### config.mk
export PLATFORM = sky130hd
export DESIGN_NAME = postfix_expression_evaluator_core_flat
export DESIGN_NICKNAME = d
export VERILOG_FILES = /design/src/hdl/pev_pkg.sv /design/src/hdl/pev_stream_if.sv /design/src/hdl/pev_ram.sv /design/src/hdl/pev_alu.sv /design/src/hdl/postfix_expression_evaluator_core.sv /design/src/flat_wrapper.sv
export SDC_FILE = /design/constraint.sdc
export NUM_CORES = 2
export LEC_CHECK = 0
export ABC_AREA = 1
export BUFFER_PORTS_ARGS = -buffer_cell sky130_fd_sc_hd__buf_2
export CAP_MARGIN = 20
export CORE_MARGIN = 2
export CORE_UTILIZATION = 40
export DETAILED_ROUTE_END_ITERATION = 10
export GPL_ROUTABILITY_DRIVEN = 0
export HOLD_SLACK_MARGIN = 0.1
export PLACE_DENSITY = 0.67
export SYNTH_ARGS = -nofsm -noshare
export SYNTH_HDL_FRONTEND = slang
export SYNTH_SLANG_ARGS = --single-unit
### constraint.sdc
create_clock -name clk_i -period 8.5 [get_ports clk_i]
set_input_delay 1.7 -clock clk_i [delete_from_list [all_inputs] [get_ports clk_i]]
set_output_delay 1.7 -clock clk_i [all_outputs]
set_load 0.005 [all_outputs]
### src/hdl/pev_pkg.sv
// shared types and constants of the postfix expression evaluator
package pev_pkg;

  localparam int unsigned DATA_W          = 32;
  localparam int unsigned SYM_W           = 8;
  localparam int unsigned STATUS_W        = 3;
  localparam int unsigned DEF_STACK_DEPTH = 32;

  // iterations of the shift-add multiply and the restoring divide
  localparam int unsigned ALU_STEPS  = DATA_W;
  localparam int unsigned ALU_STEP_W = $clog2(ALU_STEPS);

  // expression characters
  localparam logic [SYM_W-1:0] CH_ZERO  = 8'h30;
  localparam logic [SYM_W-1:0] CH_NINE  = 8'h39;
  localparam logic [SYM_W-1:0] CH_PLUS  = 8'h2B;
  localparam logic [SYM_W-1:0] CH_MINUS = 8'h2D;
  localparam logic [SYM_W-1:0] CH_STAR  = 8'h2A;
  localparam logic [SYM_W-1:0] CH_SLASH = 8'h2F;

  // result status codes
  localparam logic [STATUS_W-1:0] ST_OK        = 3'd0;
  localparam logic [STATUS_W-1:0] ST_UNDERFLOW = 3'd1;
  localparam logic [STATUS_W-1:0] ST_DIVZERO   = 3'd2;
  localparam logic [STATUS_W-1:0] ST_LEFTOVER  = 3'd3;
  localparam logic [STATUS_W-1:0] ST_OVERFLOW  = 3'd4;

  typedef enum logic [1:0] {
    ALU_ADD,
    ALU_SUB,
    ALU_MUL,
    ALU_DIV
  } alu_op_e;

  typedef struct packed {
    logic              start;
    alu_op_e           op;
    logic [DATA_W-1:0] a;
    logic [DATA_W-1:0] b;
  } alu_req_t;

  typedef struct packed {
    logic              done;
    logic [DATA_W-1:0] result;
  } alu_rsp_t;

endpackage

### src/hdl/pev_stream_if.sv
// valid/ready channels for expression characters and results

interface pev_sym_if import pev_pkg::*; ();
  logic             valid;
  logic             ready;
  logic [SYM_W-1:0] symbol;
  logic             last_symbol;

  modport source (output valid, output symbol, output last_symbol, input ready);
  modport sink   (input valid, input symbol, input last_symbol, output ready);
endinterface

interface pev_res_if import pev_pkg::*; ();
  logic                       valid;
  logic                       ready;
  logic signed [DATA_W-1:0]   value;
  logic        [STATUS_W-1:0] status;

  modport source (output valid, output value, output status, input ready);
  modport sink   (input valid, input value, input status, output ready);
endinterface

### src/hdl/pev_ram.sv
// generic single-port-write, single-port-read ram with registered read data
module pev_ram #(
  parameter int unsigned WIDTH = 32,
  parameter int unsigned DEPTH = 32
) (
  input  logic                     clk_i,
  input  logic                     we_i,
  input  logic [$clog2(DEPTH)-1:0] waddr_i,
  input  logic [WIDTH-1:0]         wdata_i,
  input  logic [$clog2(DEPTH)-1:0] raddr_i,
  output logic [WIDTH-1:0]         rdata_o
);

  logic [WIDTH-1:0] mem [DEPTH];

  // write port and registered read port
  always_ff @(posedge clk_i) begin
    if (we_i) begin
      mem[waddr_i] <= wdata_i;
    end
    rdata_o <= mem[raddr_i];
  end

endmodule

### src/hdl/pev_alu.sv
// iterative arithmetic unit: one shared adder for add, sub, multiply and divide
module pev_alu import pev_pkg::*; (
  input  logic     clk_i,
  input  logic     rst_ni,
  input  alu_req_t req_i,
  output alu_rsp_t rsp_o
);

  typedef enum logic [1:0] {
    A_IDLE,
    A_RUN,
    A_FIX
  } state_e;

  state_e                state_q, state_d;
  alu_op_e               op_q, op_d;
  logic [ALU_STEP_W-1:0] step_q, step_d;
  logic [DATA_W-1:0]     acc_q, acc_d;
  logic [DATA_W-1:0]     x_q, x_d;
  logic [DATA_W-1:0]     y_q, y_d;
  logic                  neg_q, neg_d;
  logic                  done_q, done_d;
  logic [DATA_W-1:0]     res_q, res_d;

  logic [DATA_W:0]   add_p;
  logic [DATA_W:0]   add_y;
  logic              add_sub;
  logic [DATA_W+1:0] add_s;
  logic              take;

  // shared adder operand selection
  always_comb begin
    add_p   = {1'b0, x_q};
    add_y   = {1'b0, y_q};
    add_sub = 1'b0;
    unique case (op_q)
      ALU_ADD: begin
        add_p = {1'b0, x_q};
        add_y = {1'b0, y_q};
      end
      ALU_SUB: begin
        add_p   = {1'b0, x_q};
        add_y   = {1'b0, y_q};
        add_sub = 1'b1;
      end
      ALU_MUL: begin
        add_p = {1'b0, acc_q};
        add_y = y_q[0] ? {1'b0, x_q} : '0;
      end
      ALU_DIV: begin
        add_p   = {acc_q, x_q[DATA_W-1]};
        add_y   = {1'b0, y_q};
        add_sub = 1'b1;
      end
      default: begin
        add_p = {1'b0, x_q};
      end
    endcase
  end

  assign add_s = {1'b0, add_p} + {1'b0, (add_sub ? ~add_y : add_y)}
               + {{(DATA_W+1){1'b0}}, add_sub};
  // carry out of a subtraction means no borrow
  assign take  = add_s[DATA_W+1];

  // sequencer
  always_comb begin
    state_d = state_q;
    op_d    = op_q;
    step_d  = step_q;
    acc_d   = acc_q;
    x_d     = x_q;
    y_d     = y_q;
    neg_d   = neg_q;
    done_d  = 1'b0;
    res_d   = res_q;
    unique case (state_q)
      A_IDLE: begin
        if (req_i.start) begin
          op_d   = req_i.op;
          acc_d  = '0;
          neg_d  = req_i.a[DATA_W-1] ^ req_i.b[DATA_W-1];
          step_d = ((req_i.op == ALU_MUL) || (req_i.op == ALU_DIV))
                 ? ALU_STEP_W'(ALU_STEPS - 1) : '0;
          if (req_i.op == ALU_DIV) begin
            x_d = req_i.a[DATA_W-1] ? (DATA_W'(0) - req_i.a) : req_i.a;
            y_d = req_i.b[DATA_W-1] ? (DATA_W'(0) - req_i.b) : req_i.b;
          end else begin
            x_d = req_i.a;
            y_d = req_i.b;
          end
          state_d = A_RUN;
        end
      end
      A_RUN: begin
        unique case (op_q)
          ALU_MUL: begin
            acc_d = add_s[DATA_W-1:0];
            x_d   = {x_q[DATA_W-2:0], 1'b0};
            y_d   = {1'b0, y_q[DATA_W-1:1]};
          end
          ALU_DIV: begin
            acc_d = take ? add_s[DATA_W-1:0] : add_p[DATA_W-1:0];
            x_d   = {x_q[DATA_W-2:0], take};
          end
          default: begin
            acc_d = add_s[DATA_W-1:0];
          end
        endcase
        step_d = step_q - ALU_STEP_W'(1);
        if (step_q == '0) begin
          if (op_q == ALU_DIV) begin
            state_d = A_FIX;
          end else begin
            res_d   = add_s[DATA_W-1:0];
            done_d  = 1'b1;
            state_d = A_IDLE;
          end
        end
      end
      A_FIX: begin
        // quotient sign from operand signs, INT_MIN / -1 wraps here
        res_d   = neg_q ? (DATA_W'(0) - x_q) : x_q;
        done_d  = 1'b1;
        state_d = A_IDLE;
      end
      default: begin
        state_d = A_IDLE;
      end
    endcase
  end

  // control registers
  always_ff @(posedge clk_i or negedge rst_ni) begin
    if (!rst_ni) begin
      state_q <= A_IDLE;
      done_q  <= 1'b0;
    end else begin
      state_q <= state_d;
      done_q  <= done_d;
    end
  end

  // datapath registers
  always_ff @(posedge clk_i) begin
    op_q   <= op_d;
    step_q <= step_d;
    acc_q  <= acc_d;
    x_q    <= x_d;
    y_q    <= y_d;
    neg_q  <= neg_d;
    res_q  <= res_d;
  end

  assign rsp_o.done   = done_q;
  assign rsp_o.result = res_q;

endmodule

### src/hdl/postfix_expression_evaluator_core.sv
// Postfix evaluator: a digit, an ignored character, an operator short of operands or
// any character after an error passes S_IDLE and S_DECODE; an operator also passes
// S_OPER and S_WAIT for the add, shift-add or restoring-divide loop of the unit,
// skipping the unit on a zero divisor. The last character then loads the output
// register in S_FINISH once the previous result has left it. Reset (rst_ni low,
// asynchronous) empties the stack and clears the error; stack memory is not cleared.
module postfix_expression_evaluator_core import pev_pkg::*; #(
  parameter int unsigned STACK_DEPTH = DEF_STACK_DEPTH
) (
  input  logic      clk_i,
  input  logic      rst_ni,
  pev_sym_if.sink   in_i,
  pev_res_if.source out_o
);

  localparam int unsigned CntW  = $clog2(STACK_DEPTH + 1);
  localparam int unsigned AddrW = $clog2(STACK_DEPTH);

  typedef enum logic [2:0] {
    S_IDLE,
    S_DECODE,
    S_OPER,
    S_WAIT,
    S_FINISH
  } state_e;

  state_e              state_q, state_d;
  logic [CntW-1:0]     count_q, count_d;
  logic [STATUS_W-1:0] err_q, err_d;
  logic                out_valid_q, out_valid_d;
  logic [SYM_W-1:0]    sym_q, sym_d;
  logic                last_q, last_d;
  logic [DATA_W-1:0]   tos_q, tos_d;
  logic [DATA_W-1:0]   out_value_q, out_value_d;
  logic [STATUS_W-1:0] out_status_q, out_status_d;

  logic              is_digit;
  logic              is_op;
  alu_op_e           op_sel;
  logic [3:0]        digit;
  logic [CntW-1:0]   cnt_m1;
  logic [CntW-1:0]   cnt_m2;
  logic              div_zero;
  state_e            end_state;
  logic              ram_we;
  logic [DATA_W-1:0] ram_rdata;
  alu_req_t          alu_req;
  alu_rsp_t          alu_rsp;

  // character decode, the low nibble of '0'..'9' is the digit value
  assign is_digit = (sym_q >= CH_ZERO) && (sym_q <= CH_NINE);
  assign digit    = sym_q[3:0];

  always_comb begin
    is_op  = 1'b1;
    op_sel = ALU_ADD;
    unique case (sym_q)
      CH_PLUS:  op_sel = ALU_ADD;
      CH_MINUS: op_sel = ALU_SUB;
      CH_STAR:  op_sel = ALU_MUL;
      CH_SLASH: op_sel = ALU_DIV;
      default:  is_op  = 1'b0;
    endcase
  end

  assign cnt_m1    = count_q - CntW'(1);
  assign cnt_m2    = count_q - CntW'(2);
  assign div_zero  = (op_sel == ALU_DIV) && (tos_q == '0);
  assign end_state = last_q ? S_FINISH : S_IDLE;

  // top of stack lives in tos_q, entries below it in the ram
  assign ram_we = (state_q == S_DECODE) && (err_q == ST_OK) && is_digit
               && (count_q != CntW'(STACK_DEPTH)) && (count_q != '0);

  pev_ram #(
    .WIDTH (DATA_W),
    .DEPTH (STACK_DEPTH)
  ) u_stack (
    .clk_i   (clk_i),
    .we_i    (ram_we),
    .waddr_i (cnt_m1[AddrW-1:0]),
    .wdata_i (tos_q),
    .raddr_i (cnt_m2[AddrW-1:0]),
    .rdata_o (ram_rdata)
  );

  // operand a comes from the ram, operand b is the top of stack
  assign alu_req.start = (state_q == S_OPER) && !div_zero;
  assign alu_req.op    = op_sel;
  assign alu_req.a     = ram_rdata;
  assign alu_req.b     = tos_q;

  pev_alu u_alu (
    .clk_i  (clk_i),
    .rst_ni (rst_ni),
    .req_i  (alu_req),
    .rsp_o  (alu_rsp)
  );

  // sequencer
  always_comb begin
    state_d      = state_q;
    count_d      = count_q;
    err_d        = err_q;
    out_valid_d  = out_valid_q;
    sym_d        = sym_q;
    last_d       = last_q;
    tos_d        = tos_q;
    out_value_d  = out_value_q;
    out_status_d = out_status_q;

    // result transaction leaves the output register
    if (out_valid_q && out_o.ready) begin
      out_valid_d = 1'b0;
    end

    unique case (state_q)
      S_IDLE: begin
        if (in_i.valid) begin
          sym_d   = in_i.symbol;
          last_d  = in_i.last_symbol;
          state_d = S_DECODE;
        end
      end
      S_DECODE: begin
        state_d = end_state;
        if (err_q == ST_OK) begin
          if (is_digit) begin
            if (count_q == CntW'(STACK_DEPTH)) begin
              err_d = ST_OVERFLOW;
            end else begin
              tos_d   = DATA_W'(digit);
              count_d = count_q + CntW'(1);
            end
          end else if (is_op) begin
            if (count_q < CntW'(2)) begin
              err_d = ST_UNDERFLOW;
            end else begin
              state_d = S_OPER;
            end
          end
        end
      end
      S_OPER: begin
        if (div_zero) begin
          err_d   = ST_DIVZERO;
          state_d = end_state;
        end else begin
          state_d = S_WAIT;
        end
      end
      S_WAIT: begin
        if (alu_rsp.done) begin
          tos_d   = alu_rsp.result;
          count_d = cnt_m1;
          state_d = end_state;
        end
      end
      S_FINISH: begin
        // wait until the output register is free
        if (!out_valid_q || out_o.ready) begin
          out_valid_d = 1'b1;
          out_value_d = '0;
          if (err_q != ST_OK) begin
            out_status_d = err_q;
          end else if (count_q == '0) begin
            out_status_d = ST_UNDERFLOW;
          end else if (count_q != CntW'(1)) begin
            out_status_d = ST_LEFTOVER;
          end else begin
            out_status_d = ST_OK;
            out_value_d  = tos_q;
          end
          count_d = '0;
          err_d   = ST_OK;
          state_d = S_IDLE;
        end
      end
      default: begin
        state_d = S_IDLE;
      end
    endcase
  end

  // control state and registered output valid
  always_ff @(posedge clk_i or negedge rst_ni) begin
    if (!rst_ni) begin
      state_q     <= S_IDLE;
      count_q     <= '0;
      err_q       <= ST_OK;
      out_valid_q <= 1'b0;
    end else begin
      state_q     <= state_d;
      count_q     <= count_d;
      err_q       <= err_d;
      out_valid_q <= out_valid_d;
    end
  end

  // payload registers
  always_ff @(posedge clk_i) begin
    sym_q        <= sym_d;
    last_q       <= last_d;
    tos_q        <= tos_d;
    out_value_q  <= out_value_d;
    out_status_q <= out_status_d;
  end

  assign in_i.ready   = (state_q == S_IDLE);
  assign out_o.valid  = out_valid_q;
  assign out_o.value  = out_value_q;
  assign out_o.status = out_status_q;

endmodule

### src/flat_wrapper.sv
// flat-port wrapper written by rule: the top's interface ports become plain ports
module postfix_expression_evaluator_core_flat import pev_pkg::*;
#(
  parameter int unsigned STACK_DEPTH = DEF_STACK_DEPTH
)
  (clk_i, rst_ni, in_i_valid, in_i_symbol, in_i_last_symbol, in_i_ready, out_o_valid, out_o_value, out_o_status, out_o_ready);
  pev_sym_if in_i_i ();
  pev_res_if out_o_i ();
  input  logic clk_i;
  input  logic rst_ni;
  input wire logic [$bits(in_i_i.valid)-1:0] in_i_valid;
  input wire logic [$bits(in_i_i.symbol)-1:0] in_i_symbol;
  input wire logic [$bits(in_i_i.last_symbol)-1:0] in_i_last_symbol;
  output wire logic [$bits(in_i_i.ready)-1:0] in_i_ready;
  output wire logic [$bits(out_o_i.valid)-1:0] out_o_valid;
  output wire logic [$bits(out_o_i.value)-1:0] out_o_value;
  output wire logic [$bits(out_o_i.status)-1:0] out_o_status;
  input wire logic [$bits(out_o_i.ready)-1:0] out_o_ready;
  assign in_i_i.valid = in_i_valid;
  assign in_i_i.symbol = in_i_symbol;
  assign in_i_i.last_symbol = in_i_last_symbol;
  assign in_i_ready = in_i_i.ready;
  assign out_o_valid = out_o_i.valid;
  assign out_o_value = out_o_i.value;
  assign out_o_status = out_o_i.status;
  assign out_o_i.ready = out_o_ready;
  postfix_expression_evaluator_core #(.STACK_DEPTH(STACK_DEPTH)) u_core (.clk_i(clk_i), .rst_ni(rst_ni), .in_i(in_i_i), .out_o(out_o_i));
endmodule
# Yosys cells after proc, flatten, opt, wreduce, memory -nomap -nowiden
# Memory sizes are Yosys's and may differ from the RTL's. A register that Yosys moved wholly into a read port is not among the register bits.
# Index checks and enable logic that the tools add are counted.
[classes]
addsub = 9
magnitude_cmp = 3
n_eq_ne = 33
mux = 71
bitwise_logic = 2
n_reduce_logical = 43
[ops]
columns = ["operator", "n"]
rows = [
  ["$mux W32", 18],
  ["$pmux W32 S2", 6],
  ["$pmux W33 S3", 1],
  ["$sub A1 B32 Y32 const A", 3],
  ["$pmux W33 S2", 1],
  ["$mux W3", 17],
  ["$add A33 B33 Y34", 1],
  ["$add A34 B1 Y34", 1],
  ["$mux W33", 1],
  ["$not A33 Y33", 1],
  ["$eq A8 B6 Y1 const B", 4],
  ["$logic_not A32 Y1", 1],
  ["$mux W6", 5],
  ["$pmux W6 S3", 1],
  ["$pmux W3 S5", 1],
  ["$ne A2 B2 Y1 const B", 6],
  ["$reduce_and A3 Y1", 4],
  ["$eq A2 B2 Y1 const B", 5],
  ["$mux W5", 2],
  ["$ne A2 B1 Y1 const B", 5],
  ["$pmux W5 S2", 1],
  ["$reduce_and A2 Y1", 5],
  ["$mux W1", 9],
  ["$pmux W3 S3", 1],
  ["38 further kinds", 61],
]
[word_totals]
register_bits = 228
ram_bits = 1024
input_bits = 13
out_inout_bits = 37
memories = 1
[mem_list]
columns = ["name", "words", "word_bits", "rd", "rd_ports_with_merged_regs", "wr", "line", "rtl"]
rows = [
  ["u_core.u_stack.mem", 32, 32, 1, 1, 1, "pev_ram.sv:14", "logic [WIDTH-1:0] mem [DEPTH];"],
]

# Logic depth before layout (Yosys ltp)
[logic_depth]
word_depth = 10
depth_mapped = 24
depth_no_buf = 23

# Hierarchy
# A second synthesis with hierarchy kept.
[hier_totals]
cells_unflattened = 5604
area_unflattened_um2 = 58093.2
[by_module_without_submodules]
columns = ["mod", "instances", "cells_each", "area_each_um2", "seq_area_each_um2"]
rows = [
  ["pev_ram", 1, 3536, 42405.7, 31390.1],
  ["pev_alu", 1, 1622, 11536.1, 4159.0],
  ["postfix_expression_evaluator_core", 1, 446, 4151.5, 2607.5],
]

# Least setup slack after synthesis
# No wires, ideal clock.
[synth_path]
path_kind = "register to register"
from = "register u_core.u_alu.state_q[1]"
to = "register u_core.u_alu.y_q[0], enable pin"
setup_ns = 0.432
t_arrival_ns = 5.686
slack_ns = 2.382
path_stages_with_launch = 9
path_buffers = 2
period_less_slack_ns = 6.118
path_cell_list = "dfrtp_1 > inv_1 > ha_1 > clkbuf_1 > inv_1 > clkbuf_1 > o21ai_0 > inv_1 > a21oi_1"
[synth_via]
elab_chain_cells = 3
[synth_rtl]
columns = ["item", "line", "rtl"]
rows = [
  ["start: declaration", "pev_alu.sv:15", "state_e state_q, state_d;"],
  ["start signal: assignment", "pev_alu.sv:139", "state_q <= state_d;"],
  ["$eq A2 B1 Y1 or $logic_not A2 Y1 (tied branches)", "pev_alu.sv:77", "unique case (state_q)"],
  ["$ne A2 B1 Y1 (no line) or $reduce_bool A2 Y1 (tied branches)", "--", ""],
  ["$reduce_and A3 Y1 (no line) (*)", "--", ""],
  ["end signal: assignment", "pev_alu.sv:150", "y_q <= y_d;"],
  ["end: declaration", "pev_alu.sv:20", "logic [DATA_W-1:0] y_q, y_d;"],
]
# Mark *: on every way between the ends. The rest lies on a longest branch, timed or not.
# A chain may end at the register's enable or synchronous reset.

# Worst setup path after layout
[layout_path]
from = "register u_core.u_alu.op_q[1]"
to = "register u_core.u_alu.acc_q[29], data pin"
[layout_via]
elab_chain_cells = 10
[layout_rtl]
columns = ["item", "line", "rtl"]
rows = [
  ["start: declaration", "pev_alu.sv:16", "alu_op_e op_q, op_d;"],
  ["start signal: assignment", "pev_alu.sv:146", "op_q <= op_d;"],
  ["$eq A2 B2 Y1 (tied with other cells)", "pev_alu.sv:36, pev_alu.sv:96", ""],
  ["$reduce_or A3 Y1 (no line)", "--", ""],
  ["$pmux W33 S2", "pev_alu.sv:36", "unique case (op_q)"],
  ["$not A33 Y33", "pev_alu.sv:61", "assign add_s = {1'b0, add_p} + {1'b0, (add_sub ? ~add_y : add_y)}"],
  ["$mux W33", "pev_alu.sv:61", ""],
  ["$add A33 B33 Y34", "pev_alu.sv:61", ""],
  ["$add A34 B1 Y34", "pev_alu.sv:62", "+ {{(DATA_W+1){1'b0}}, add_sub};"],
  ["$mux W32", "pev_alu.sv:103", "acc_d = take ? add_s[DATA_W-1:0] : add_p[DATA_W-1:0];"],
  ["$mux W32 (*)", "pev_alu.sv:96", "unique case (op_q)"],
  ["$pmux W32 S2 (*)", "pev_alu.sv:77", ""],
  ["end signal: assignment", "pev_alu.sv:148", "acc_q <= acc_d;"],
  ["end: declaration", "pev_alu.sv:18", "logic [DATA_W-1:0] acc_q, acc_d;"],
]
# Mark *: on every way between the ends. The rest lies on a longest branch, timed or not. The select of a mux whose other input is x is not followed.

==> run metrics <==
worst min path class reg2reg; VDD IR max 0.352 mV; wire per inst 24.7 um; routed wire length 166 mm; PortBufs 49; Seq/Total Area, Yosys 68.6%; Area Growth Syn to Fin 12.8%; TritonCTS sink count 1284; Power Dens Cells 325 mW/mm^2; postcts setup bufs 0; Synthesis Warnings 0; final max-slew violation count 0; Switching Share 38.3%; Via density 5.96; Post-CTS Hold Buffers 0; syn nets 4879; largest family of logic cells by synthesized area compound AO/OA/AOI/OAI gates; crit path kind reg2reg; multiplexer area fraction after synthesis 0.0180%; Post-Syn Area 0.0556 sq mm; P_sw 7.82 mW; endpoints failing setup 0; clock root buffer clkbuf_16; Req. time, crit path 9040 ps; CTS tree done; Post-Synth XOR/XNOR Area 0.945%; CTS buffer count 135; core region area 0.138 sq mm; DP HPWL 94.3 mm; Initial Util 40.4%; Logic pwr share 32.9%; layout cells sized above 1 8.60%; RSZ-0062 raised after global routing false; Die X 377 um; vias in the first global route 37538; CP startpoint kind register; via count 40079; max_slew headroom 29.4%; sequential power share 37.7%; Starting DRT DRC Count 5915; status complete, no violations; Core Util, Final 45.6%; Clock Latency Late Sink 770 ps; Compound-Gate Fraction of Synth Area 13.9%; max_cap viols 0; Synth Area in Adders 1.12%; Die ar. 0.142 sq mm; Final period util 68.6%; Max Root-Sink Buffers 3; syn avg cell area 11.5 sq um; first-pass GRT wire length 244 mm; Max H-tree Level 4; antenna violations before repair 5; Die H 377 um; P_leak 21.0 nW; Placement Rows 136; number of synthesized register bits 1284; final hold violation count 0; flop2flop setup slack 2670 ps; post-synthesis simple-gate area fraction 11.5%; Syn Inst Count 4817; post-CTS sizing 0; Clock power frac 29.3%; internal power 12.6 mW; I/O pins 50; Main synth FF type edfxtp_1; share of synthesized registers carrying an async set or reset 1.25%; Worst Path Max Fanout 46; Filler Cell Count 12152; grt ovf 0; Final nets 4881; drc violations 0; gr usage total 22.9%; Worst Skew 51.0 ps; DR pass1 iterations 7; hold_ws 490 ps; Antenna Violating Nets Remaining 0; CTS clk-pin slew, worst paths 60 ps; largest net degree at the start of global routing 163; CP arrival 6370 ps; synth unique cells 59; setup TNS 0 ps; Least-Margin Pin Slew 1060 ps; crit end category register; Max Freq 0.172 GHz; EDFF count, synth 1236; crit path time final 5830 ps
-- placed cells by master, fill, tap and decap left out, drive strengths merged, types with 4 or more instances in the layout --
cell type / Yosys / final
o31ai: 9 / 9
clkbuf: 250 / 171
nor3: 26 / 26
o22ai: 61 / 61
a22oi: 13 / 13
bufinv: 0 / 11
a21oi: 145 / 145
nand3b: 6 / 6
nand3: 206 / 206
inv: 267 / 273
o211ai: 9 / 9
nor4: 4 / 4
nand4: 19 / 19
o21ai: 708 / 708
a21boi: 4 / 4
o21a: 6 / 6
a31oi: 50 / 50
ha: 48 / 48
edfxtp: 1236 / 1236
o21bai: 10 / 10
a32oi: 33 / 33
a21o: 7 / 7
xnor2: 17 / 17
xor2: 43 / 43
o221ai: 218 / 218
dfxtp: 32 / 32
nor2: 915 / 915
dfrtp: 16 / 16
nand2: 388 / 388
clkinv: 5 / 62
or2: 7 / 7
buf: 40 / 155
-- flip-flops by register name (all words and copies together), names as in the netlist, 5 cells and up --
signal                  flops
u_core.u_alu.step_q         5
u_core.u_alu.x_q           32
u_core.out_o.value         32
u_core.u_alu.y_q           32
u_core.count_q              6
u_core.u_alu.res_q         32
u_core.u_stack.rdata_o     32
u_core.u_stack.mem       1024
u_core.sym_q                8
u_core.u_alu.acc_q         32
u_core.tos_q               32
-- Yosys cell counts (all sizes together), types with 2 or more instances --
library cell,instances,area share [%]
a21oi,145,1.3
ha,48,1.1
nand4,19,0.21
and3,2,0.023
a211oi,3,0.041
nor4,4,0.045
edfxtp,1236,67
a22oi,13,0.18
dfrtp,16,0.72
nor2,915,6.2
buf,40,0.39
o31ai,9,0.12
nand3b,6,0.081
o22ai,61,0.69
nand2,388,2.6
xnor2,17,0.27
o21a,6,0.081
o21bai,10,0.14
o211ai,9,0.12
inv,267,1.8
nand3,206,1.9
a21boi,4,0.054
o221ai,218,3.4
a221oi,3,0.047
nor3,26,0.27
dfxtp,32,1.2
a31oi,50,0.56
a21o,7,0.095
xor2,43,0.68
o41ai,3,0.047
a32oi,33,0.52
clkinv,5,0.043
clkbuf,250,1.7
or2,7,0.079
o21ai,708,6.4
-- metrics by stage --
stage / cells / power [mW] / setup WS, ps / cell area, sq um
CTS: 6721 / 20.3 / 2870 / 62700
floorplan: 4817 / 11.8 / 2380 / 55600
global route: 6724 / 21.3 / 2290 / 62700
finish: 6725 / 20.4 / 2670 / 62700
detailed placement: 6473 / 14.4 / 2840 / 58100
global placement: 6472 / 14.3 / 2980 / 58100
-- logic make-up after synthesis --
family	count (synthesis)
and+or+nand+nor	1576
muxes	1
buffers and inverters	562
adders and majority gates	49
DFF	1284
AOI/OAI and AO/OA	1285
xor gates and xnor gates	60
-- layout make-up --
type / count / area (sq um) / share of cell area (%)
diodes: 1 / 2.50 / 0.00399
clock buffers: 171 / 3590 / 5.73
clock inverters: 77 / 936 / 1.49
inverters: 272 / 1040 / 1.66
multi-input cells: 2971 / 15600 / 24.9
flip-flops and latches: 1284 / 38200 / 60.8
well taps: 1794 / 2240 / 3.58
repair buffers: 155 / 1150 / 1.83
-- critical path, stage by stage, from the launching register on --
cell and delay [ps]:
edfxtp_1 320, buf_4 380, inv_1 510, nor2_4 190
buf_4 390, clkinv_1 770, o22ai_1 350, nor2_1 90
ha_1 350, a21oi_1 200, o21ai_0 150, o21bai_1 220
a21oi_1 130, nand2_1 130, nand2_2 160, nand3_4 460
inv_4 420, nand2_1 100, nand3_1 90, inv_1 50
-- final timing paths --
path | startpoint | to | depth (start not counted)
worst min register to register | u_core.err_q[2]$_DFFE_PN0P_ | u_core.out_o.status[2]$_SDFFCE_PN0P_ | 0
worst max-delay path | u_core.u_alu.op_q[1]$_DFFE_PP_ | u_core.u_alu.acc_q[29]$_SDFFCE_PN0P_ | 19
worst min-delay path | u_core.err_q[2]$_DFFE_PN0P_ | u_core.out_o.status[2]$_SDFFCE_PN0P_ | 0
worst max register to register | u_core.u_alu.op_q[1]$_DFFE_PP_ | u_core.u_alu.acc_q[29]$_SDFFCE_PN0P_ | 19
max in group asynchronous | rst_ni | u_core.count_q[1]$_DFFE_PN0P_ | 1
min in group asynchronous | rst_ni | u_core.u_alu.state_q[0]$_DFFE_PN0P_ | 1
-- power groups by stage --
stage	registers (mW)	logic (mW)	clock network, mW
after floorplan	7.74	4.11	0
after global placement	7.82	6.48	0
after detailed placement	7.82	6.56	0
after CTS	7.69	6.60	6.05
after global routing	7.72	7.25	6.30
final	7.70	6.72	5.99
-- routing by layer --
layer  part of all wire (%)  global-route usage, %
met4                    4.3                   9.83
met1                     41                   32.7
met5                 0.0072                      0
met2                     44                   34.4
met3                     11                   4.20
No activity file was read; power rests on OpenSTA's default activity.
